<file path="src/design/rcom_pkg.sv">
`timescale 1ns / 1ps
`default_nettype none
// ----------------------------------------------------------------------------
// rcom_pkg
// shared types and constants for the rc override servo mux
// ----------------------------------------------------------------------------
package rcom_pkg;

    localparam int NormOne = 16384;

    localparam logic [1:0] OP_EDGE = 2'd0;
    localparam logic [1:0] OP_CMD  = 2'd1;

    localparam logic [1:0] CH_STEER = 2'd0;
    localparam logic [1:0] CH_THR   = 2'd1;
    localparam logic [1:0] CH_OVR   = 2'd2;

    localparam logic [2:0] REG_MIN     = 3'd0;
    localparam logic [2:0] REG_MAX     = 3'd1;
    localparam logic [2:0] REG_CENTRE  = 3'd2;
    localparam logic [2:0] REG_THRESH  = 3'd3;
    localparam logic [2:0] REG_TIMEOUT = 3'd4;
    localparam logic [2:0] REG_SPTS    = 3'd5;
    localparam logic [2:0] REG_TPTS    = 3'd6;

    typedef enum logic [2:0] {
        ST_IDLE,
        ST_LOAD,
        ST_SDIV,
        ST_TDIV,
        ST_SERVO,
        ST_OUT
    } state_t;

    // divider request
    typedef struct packed {
        logic        start;
        logic [31:0] num_mag;
        logic [16:0] den_mag;
    } div_req_t;

    typedef struct packed {
        logic        done;
        logic [31:0] quo;
    } div_rsp_t;

endpackage
`default_nettype wire

</file>
<file path="src/design/rcom_div.sv">
`timescale 1ns / 1ps
`default_nettype none
// ----------------------------------------------------------------------------
// rcom_div
// unsigned restoring divider, one quotient bit per cycle
// ----------------------------------------------------------------------------
module rcom_div (
    input  wire logic              clk,
    input  wire logic              rst_n,
    input  wire rcom_pkg::div_req_t req,
    output rcom_pkg::div_rsp_t     rsp
);
    import rcom_pkg::*;

    logic [31:0] quo_reg, quo_next;
    logic [16:0] rem_reg, rem_next;
    logic [16:0] den_reg, den_next;
    logic [5:0]  cnt_reg, cnt_next;
    logic        busy_reg, busy_next;
    logic        done_reg, done_next;
    logic [17:0] trial;

    always_comb
    begin
        quo_next  = quo_reg;
        rem_next  = rem_reg;
        den_next  = den_reg;
        cnt_next  = cnt_reg;
        busy_next = busy_reg;
        done_next = 1'b0;
        trial     = {rem_reg, quo_reg[31]} - {1'b0, den_reg};
        if (req.start)
        begin
            quo_next  = req.num_mag;
            rem_next  = '0;
            den_next  = req.den_mag;
            cnt_next  = 6'd32;
            busy_next = 1'b1;
        end
        else if (busy_reg)
        begin
            if (!trial[17])
            begin
                rem_next = trial[16:0];
                quo_next = {quo_reg[30:0], 1'b1};
            end
            else
            begin
                rem_next = {rem_reg[15:0], quo_reg[31]};
                quo_next = {quo_reg[30:0], 1'b0};
            end
            cnt_next = cnt_reg - 6'd1;
            if (cnt_reg == 6'd1)
            begin
                busy_next = 1'b0;
                done_next = 1'b1;
            end
        end
    end

    always_ff @(posedge clk or negedge rst_n)
    begin
        if (!rst_n)
        begin
            busy_reg <= 1'b0;
            done_reg <= 1'b0;
            cnt_reg  <= '0;
        end
        else
        begin
            busy_reg <= busy_next;
            done_reg <= done_next;
            cnt_reg  <= cnt_next;
        end
    end

    always_ff @(posedge clk)
    begin
        quo_reg <= quo_next;
        rem_reg <= rem_next;
        den_reg <= den_next;
    end

    assign rsp.done = done_reg;
    assign rsp.quo  = quo_reg;

endmodule
`default_nettype wire

</file>
<file path="src/design/rc_override_servo_mux.sv">
`timescale 1ns / 1ps
`default_nettype none
// ----------------------------------------------------------------------------
// rc_override_servo_mux
// rc receiver pulse measurement with override of controller commands
// ----------------------------------------------------------------------------
// channel   direction  handshake      content
// event     in         valid/ready    op, channel, level, time, commands
// result    out        valid/ready    servo bytes, norms, override flag
// config    in         cfg_we         cfg_index, cfg_data
//
// every event with no stall runs a load state, two passes of the shared
// divider (32 steps and a done strobe each, steering then throttle, also when
// override is off), a servo state and the result beat. servo bytes are
// shifts of products, no division. ready is low from the accepted beat until
// the result beat is taken. reset restores register defaults and clears state.
module rc_override_servo_mux (
    input  wire logic               clk,
    input  wire logic               rst_n,
    input  wire logic               cfg_we,
    input  wire logic [2:0]         cfg_index,
    input  wire logic [31:0]        cfg_data,
    input  wire logic               in_valid,
    output logic                    in_ready,
    input  wire logic [1:0]         op,
    input  wire logic [1:0]         channel,
    input  wire logic               level,
    input  wire logic [31:0]        time_us,
    input  wire logic signed [15:0] command_steering,
    input  wire logic signed [15:0] command_throttle,
    output logic                    out_valid,
    input  wire logic               out_ready,
    output logic [7:0]              steering_servo,
    output logic [7:0]              throttle_servo,
    output logic signed [15:0]      steering_norm,
    output logic signed [15:0]      throttle_norm,
    output logic                    override_on
);
    import rcom_pkg::*;

    logic [15:0] pmin_reg, pmax_reg, pcen_reg, thr_reg;
    logic [31:0] tmo_reg;
    logic [23:0] spts_reg, tpts_reg;

    logic [31:0] rise_reg [3];
    logic [15:0] spulse_reg, tpulse_reg;
    logic        ovr_reg;
    logic [15:0] hs_reg, ht_reg;
    logic [31:0] lct_reg;

    state_t      state_reg, state_next;
    logic signed [15:0] s_reg, t_reg;
    logic [7:0]  ssv_reg, tsv_reg;
    logic [31:0] time_us_q;

    div_req_t    dreq;
    div_rsp_t    drsp;

    rcom_div u_div (
        .clk   (clk),
        .rst_n (rst_n),
        .req   (dreq),
        .rsp   (drsp)
    );

    logic        acc;
    logic [31:0] wid32;
    logic [15:0] wid;
    assign acc   = in_valid && in_ready;
    assign wid32 = time_us - rise_reg[channel];
    assign wid   = wid32[15:0];

    // numerators and denominators
    logic signed [17:0] sden, tden_hi, tden_lo;
    logic signed [33:0] snum, tnum;
    logic signed [17:0] tden;
    assign sden    = $signed({2'b0, pmax_reg}) - $signed({2'b0, pmin_reg});
    assign snum    = (34'sd16384 * 34'(sden))
                     - (34'sd32768 * (34'($signed({2'b0, spulse_reg}))
                                      - 34'($signed({2'b0, pmin_reg}))));
    assign tden_hi = $signed({2'b0, pmax_reg}) - $signed({2'b0, pcen_reg});
    assign tden_lo = $signed({2'b0, pcen_reg}) - $signed({2'b0, pmin_reg});
    assign tden    = (tpulse_reg >= pcen_reg) ? tden_hi : tden_lo;
    assign tnum    = 34'sd16384 * (34'($signed({2'b0, tpulse_reg}))
                                   - 34'($signed({2'b0, pcen_reg})));

    // abs of numerator fits 32 bits, den 17 bits
    function automatic logic [31:0] mag34(input logic signed [33:0] v);
        logic signed [33:0] a;
        begin
            a = v[33] ? -v : v;
            return a[31:0];
        end
    endfunction

    function automatic logic [16:0] mag18(input logic signed [17:0] v);
        logic signed [17:0] a;
        begin
            a = v[17] ? -v : v;
            return a[16:0];
        end
    endfunction

    // clamp a signed quotient magnitude
    function automatic logic signed [15:0] clampq(input logic neg, input logic [31:0] q);
        begin
            if (q >= 32'd16384)
                return neg ? -16'sd16384 : 16'sd16384;
            return neg ? -$signed({1'b0, q[14:0]}) : $signed({1'b0, q[14:0]});
        end
    endfunction

    function automatic logic signed [15:0] clamp16(input logic signed [15:0] v);
        begin
            if (v > 16'sd16384)
                return 16'sd16384;
            if (v < -16'sd16384)
                return -16'sd16384;
            return v;
        end
    endfunction

    // servo byte: (c*16384 + sgn*n*span) / 16384 toward zero, saturated
    function automatic logic [7:0] servo(input logic signed [15:0] n,
                                         input logic [23:0] pts,
                                         input logic invert);
        logic signed [9:0]  mx, c, mn, span;
        logic signed [31:0] prod, tot;
        logic signed [31:0] q;
        begin
            mx   = $signed({2'b0, pts[23:16]});
            c    = $signed({2'b0, pts[15:8]});
            mn   = $signed({2'b0, pts[7:0]});
            span = (n > 16'sd0) ? (invert ? c - mn : mx - c) : (invert ? mx - c : c - mn);
            prod = 32'(n) * 32'(span);
            tot  = invert ? (32'(c) * 32'sd16384) - prod : (32'(c) * 32'sd16384) + prod;
            q    = tot[31] ? -((-tot) >>> 14) : (tot >>> 14);
            if (q < 32'sd0)
                return 8'd0;
            if (q > 32'sd255)
                return 8'd255;
            return q[7:0];
        end
    endfunction

    always_comb
    begin
        state_next = state_reg;
        case (state_reg)
            ST_IDLE:  if (acc) state_next = ST_LOAD;
            ST_LOAD:  state_next = ST_SDIV;
            ST_SDIV:  if (drsp.done) state_next = ST_TDIV;
            ST_TDIV:  if (drsp.done) state_next = ST_SERVO;
            ST_SERVO: state_next = ST_OUT;
            ST_OUT:   if (out_ready) state_next = ST_IDLE;
            default:  state_next = ST_IDLE;
        endcase
    end

    always_comb
    begin
        in_ready     = (state_reg == ST_IDLE);
        out_valid    = (state_reg == ST_OUT);
        dreq.start   = 1'b0;
        dreq.num_mag = mag34(snum);
        dreq.den_mag = mag18(sden);
        case (state_reg)
            ST_LOAD:
            begin
                dreq.start = 1'b1;
            end
            ST_SDIV:
            begin
                dreq.start   = drsp.done;
                dreq.num_mag = mag34(tnum);
                dreq.den_mag = mag18(tden);
            end
            default:
            begin
                dreq.start = 1'b0;
            end
        endcase
    end

    always_ff @(posedge clk or negedge rst_n)
    begin
        if (!rst_n)
        begin
            state_reg <= ST_IDLE;
            pmin_reg  <= 16'd1020;
            pmax_reg  <= 16'd1970;
            pcen_reg  <= 16'd1392;
            thr_reg   <= 16'd1500;
            tmo_reg   <= 32'd500000;
            spts_reg  <= 24'd9004095;
            tpts_reg  <= 24'd8673082;
            rise_reg[0] <= '0;
            rise_reg[1] <= '0;
            rise_reg[2] <= '0;
            spulse_reg <= '0;
            tpulse_reg <= '0;
            ovr_reg    <= 1'b0;
            hs_reg     <= '0;
            ht_reg     <= '0;
            lct_reg    <= '0;
        end
        else
        begin
            state_reg <= state_next;
            if (cfg_we)
            begin
                case (cfg_index)
                    REG_MIN:     pmin_reg <= cfg_data[15:0];
                    REG_MAX:     pmax_reg <= cfg_data[15:0];
                    REG_CENTRE:  pcen_reg <= cfg_data[15:0];
                    REG_THRESH:  thr_reg  <= cfg_data[15:0];
                    REG_TIMEOUT: tmo_reg  <= cfg_data;
                    REG_SPTS:    spts_reg <= cfg_data[23:0];
                    REG_TPTS:    tpts_reg <= cfg_data[23:0];
                    default:     ;
                endcase
            end
            if (acc)
            begin
                if (op == OP_EDGE && channel <= CH_OVR && (channel == CH_OVR || ovr_reg))
                begin
                    if (level)
                        rise_reg[channel] <= time_us;
                    else if (channel == CH_STEER)
                        spulse_reg <= wid;
                    else if (channel == CH_THR)
                        tpulse_reg <= wid;
                    else
                        ovr_reg <= (wid >= thr_reg);
                end
                else if (op == OP_CMD)
                begin
                    hs_reg  <= command_steering;
                    ht_reg  <= command_throttle;
                    lct_reg <= time_us;
                end
            end
            // timeout check after the event update
            if (state_reg == ST_LOAD && !ovr_reg && ((time_us_q - lct_reg) > tmo_reg))
            begin
                hs_reg <= '0;
                ht_reg <= '0;
            end
        end
    end

    // event time, then results
    always_ff @(posedge clk)
    begin
        if (acc)
        begin
            time_us_q <= time_us;
        end
        if (state_reg == ST_SDIV && drsp.done)
        begin
            if (ovr_reg)
                s_reg <= (sden == 18'sd0) ? (snum == 34'sd0 ? 16'sd0 :
                         (snum[33] ? -16'sd16384 : 16'sd16384))
                         : clampq(snum[33] ^ sden[17], drsp.quo);
            else
                s_reg <= clamp16($signed(hs_reg));
        end
        if (state_reg == ST_TDIV && drsp.done)
        begin
            if (ovr_reg)
                t_reg <= (tden == 18'sd0) ? (tnum == 34'sd0 ? 16'sd0 :
                         (tnum[33] ? -16'sd16384 : 16'sd16384))
                         : clampq(tnum[33] ^ tden[17], drsp.quo);
            else
                t_reg <= clamp16($signed(ht_reg));
        end
        if (state_reg == ST_SERVO)
        begin
            ssv_reg <= servo(s_reg, spts_reg, 1'b1);
            tsv_reg <= servo(t_reg, tpts_reg, 1'b0);
        end
    end

    assign steering_servo = ssv_reg;
    assign throttle_servo = tsv_reg;
    assign steering_norm  = s_reg;
    assign throttle_norm  = t_reg;
    assign override_on    = ovr_reg;

endmodule
`default_nettype wire
</file>
<file path="config.mk">
export PLATFORM = sky130hd
export DESIGN_NAME = rc_override_servo_mux
export DESIGN_NICKNAME = d
export VERILOG_FILES = /design/src/design/rcom_pkg.sv /design/src/design/rcom_div.sv /design/src/design/rc_override_servo_mux.sv
export SDC_FILE = /design/constraint.sdc
export NUM_CORES = 2
export LEC_CHECK = 0
export BUFFER_PORTS_ARGS = -buffer_cell sky130_fd_sc_hd__buf_2
export CAP_MARGIN = 20
export CORE_MARGIN = 5
export CORE_UTILIZATION = 55
export DETAILED_ROUTE_END_ITERATION = 8
export GPL_TIMING_DRIVEN = 0
export HOLD_SLACK_MARGIN = 0.03
export PLACE_DENSITY_LB_ADDON = 0.3
export SKIP_LAST_GASP = 1
export SLEW_MARGIN = 20
export SYNTH_ARGS = -nofsm -noshare
export SYNTH_HDL_FRONTEND = slang
export SYNTH_SLANG_ARGS = --single-unit
export TNS_END_PERCENT = 1
</file>
<file path="constraint.sdc">
create_clock -name clk -period 9.3 [get_ports clk]
set_input_delay 1.86 -clock clk [delete_from_list [all_inputs] [get_ports clk]]
set_output_delay 1.86 -clock clk [all_outputs]
set_load 0.02 [all_outputs]
</file>
==> results.toml <==
[outcome]
status = "completed"

[finish]
instances_no_fill = 6143
fin_util_pct = 61.5
syn_to_final_growth_pct = 11.3
diodes = 0
largest_reg_flops = 48
final_nets = 5853
drive_gt1_share_pct = 12.8

[global_routing]
grtUsageMet3_pct = 5.15
grt_overflow_total = 0
busiest_layer = "met2"
antenna_found_initial = 1
met2_usage_pct = 45.4
grt_pass1_vias = 34378
met1_usage_pct = 36.4
grt_usage_pct = 27.6
grt_pass1_wl_um = 188000
grt_max_degree = 94

[worst_hold_path]
min_from = "rise_reg[64]$_DFFE_PN0P_"
worstHoldEndpoint = "rise_reg[64]$_DFFE_PN0P_"
hold_path.class = "reg2reg"
min_path_cells = 2

[setup_path]
reg2reg_slack_ns = 0.19
startpoint_type = "flop"
worstPathBufferInverterCount = 4
worstPathMaxFanout = 6
crit_path_frequent_cell = "fa_1"
max_stage_delay_ns = 0.57
crit_family = "adder cells"
crit_path_end_kind = "flop"
crit_slowest_cell = "fa_1"
r2r_end = "throttle_servo[5]$_SDFFCE_PN0P_"
r2r_cells = 34
cp.arrival_ns = 9.46
worstPathRequired_ns = 9.65
path_class = "reg2reg"
rr_startpoint = "tpts_reg[8]$_DFFE_PN1P_"

[placement]
gp_congestion = 0.973
dp.cells = 6004
port_buffers = 157
dp_hpwl_um = 95300

[synthesis]
ys_top_cells_by_area = "fa_1 15%, dfrtp_1 14%, ha_1 11%"
synth-async-reset-ratio_pct = 67.3
ys_ff_latch = 446
ys_types = 93
netlist_area_sq_mm = 0.0434
synth_area_leader_cell = "fa_1"
yosysSeqAreaShare_pct = 27.2
synth_area_per_cell_sq_um = 9.06
yosysWarnings = 0
yosysTopAreaCellShare_pct = 14.7
synthCells = 4789
synth_edf_count = 129
synth_nets = 5592
ys.flop_type = "dfrtp_1"

[timing]
fin_hold_ws_ns = 0.485
slew_headroom_pct = 35.1
setup_violations = 0
period_share_pct = 97.9
grt_setup_unrepaired = "yes"
finalHoldViolCount = 0
period_minus_slack_ns = 9.11
worst_pin_slew_ns = 0.947
fin_skew_ns = 0.0520
slew_viol_final = 0
max_freq_mhz = 110

[detailed_routing]
vias_per_cell = 5.77
final_antenna_net_count = 0
initialDrtViolationCount = 2619
wirelength_um = 120000
vias = 35442
drc = 0
firstDrtPassIters = 6
wl_per_cell_um = 19.6

[clock_network]
cts_hold_buffers = 0
cts_made_buffers = 51
htree_num_levels = 2
clk_pin_slew_ns = 0.08
clkSinkCount = 446
clockBufferDepth = 3
clk_latency_ns = 0.65
cts_tree = "yes"
clockRootBuffer = "clkbuf_16"

[floorplan]
rows = 103
die_w_um = 291
fp.dieArea_sq_mm = 0.0846
start_util_pct = 55.2
core-area_sq_mm = 0.0786
io_pins = 160
fp.dieH_um = 291

[flow_run]
maxCapViolations = 0
## layout make-up
type                       count  area, sq um
clock inverter                32          338
buffer                       152          646
clock buffer                  64         1400
multi-input combinational   3517        29000
sequential                   446        11800
fill                        6685        30300
timing repair buffer         214         1300
inverter                     668         2510
tap                         1050         1310
## cells in the final DEF, fill, tap and decap left out, types with 57 or more instances in the layout
| cell | instances |
|---|---|
| edfxtp_1 | 129 |
| xor2_1 | 91 |
| nor2_1 | 272 |
| nor3_1 | 67 |
| nand2_1 | 545 |
| xnor2_1 | 180 |
| clkbuf_1 | 127 |
| mux2i_1 | 59 |
| dfrtp_1 | 241 |
| mux2_2 | 159 |
| ha_1 | 364 |
| fa_1 | 315 |
| and2_1 | 161 |
| a21o_1 | 69 |
| a21oi_1 | 204 |
| buf_2 | 159 |
| inv_1 | 663 |
| dfstp_2 | 57 |
| o21ai_0 | 280 |
## logic make-up after synthesis
kind of cell / Yosys count / synth area share (%)
flops: 446 / 27.2
simple gates: 1393 / 15.3
compound gates: 932 / 13.7
mux: 223 / 5.61
fa+ha+maj: 694 / 25.5
buf+inv: 826 / 7.17
xor+xnor: 275 / 5.55
## worst min-delay path, stage by stage (launching register included)
cell and delay [ns]:
dfrtp_1 0.34, nand2_1 0.05, o21ai_0 0.06
## what timing repair did
item,4_1_cts,5_1_grt
pin swaps,12,51
endpoints found under the setup margin,16,16
gates resized for setup,62,100
hold endpoints to repair,0,0
buffers inserted,11,38
## synthesized netlist by cell type, types with 19 or more instances
library cell  number
inv_1            668
nand3_1           49
nand2b_1          56
xnor2_1          182
dfstp_2           57
fa_1             318
xor2_1            93
a21o_1            69
dfrtp_1          243
a21boi_0          24
edfxtp_1         129
nor3_1            68
nand2_1          548
nand4_1           19
a21oi_1          212
a211oi_1          38
and3_1            25
o31ai_1           20
clkbuf_1         140
nor2b_1           47
a31oi_1           29
mux2_2           161
o21bai_1          20
o21ai_0          289
mux2i_1           62
and2_1           162
o21a_1            49
nor4_1            34
ha_1             376
nor2_1           273
or3_1             33
## metal layers
layer  part of all wire [%]  vias to the layer above
met4                    4.4                        0
met3                    6.9                      295
met2                     47                     1175
li1                       -                    16667
met1                     42                    17305
met5                      0                        -
## through the flow
| stage | worst slack (ns) | cell area [sq um] | setup TNS (ns) |
|---|---|---|---|
| final | 0.192 | 48300 | 0 |
| after global routing | -0.0941 | 48300 | -0.497 |
| after CTS | -0.0212 | 47700 | -0.0668 |
| after detailed placement | -1.32 | 45700 | -14.91 |
| after global placement | -1.05 | 45500 | -11.33 |
| after floorplan | 0.372 | 43400 | 0 |
## how the worst max path moves through the flow
stage	startpoint	endpoint	slack, ns	cells after the start
after global routing	tpts_reg[9]$_DFFE_PN1P_	throttle_servo[5]$_SDFFCE_PN0P_	-0.09	35
after global placement	tpts_reg[8]$_DFFE_PN1P_	throttle_servo[2]$_SDFFCE_PN0P_	-1.05	35
after CTS	tpts_reg[8]$_DFFE_PN1P_	throttle_servo[5]$_SDFFCE_PN0P_	-0.02	35
final	tpts_reg[8]$_DFFE_PN1P_	throttle_servo[5]$_SDFFCE_PN0P_	0.19	34
after detailed placement	tpts_reg[8]$_DFFE_PN1P_	throttle_servo[3]$_SDFFCE_PN0P_	-1.32	35
after floorplan	tpts_reg[8]$_DFFE_PN1P_	throttle_servo[2]$_SDFFCE_PN0P_	0.37	35
Power is left out: the tool's default activity adds up to more than one toggle a clock period on the data nets, which glitch-free logic cannot reach.
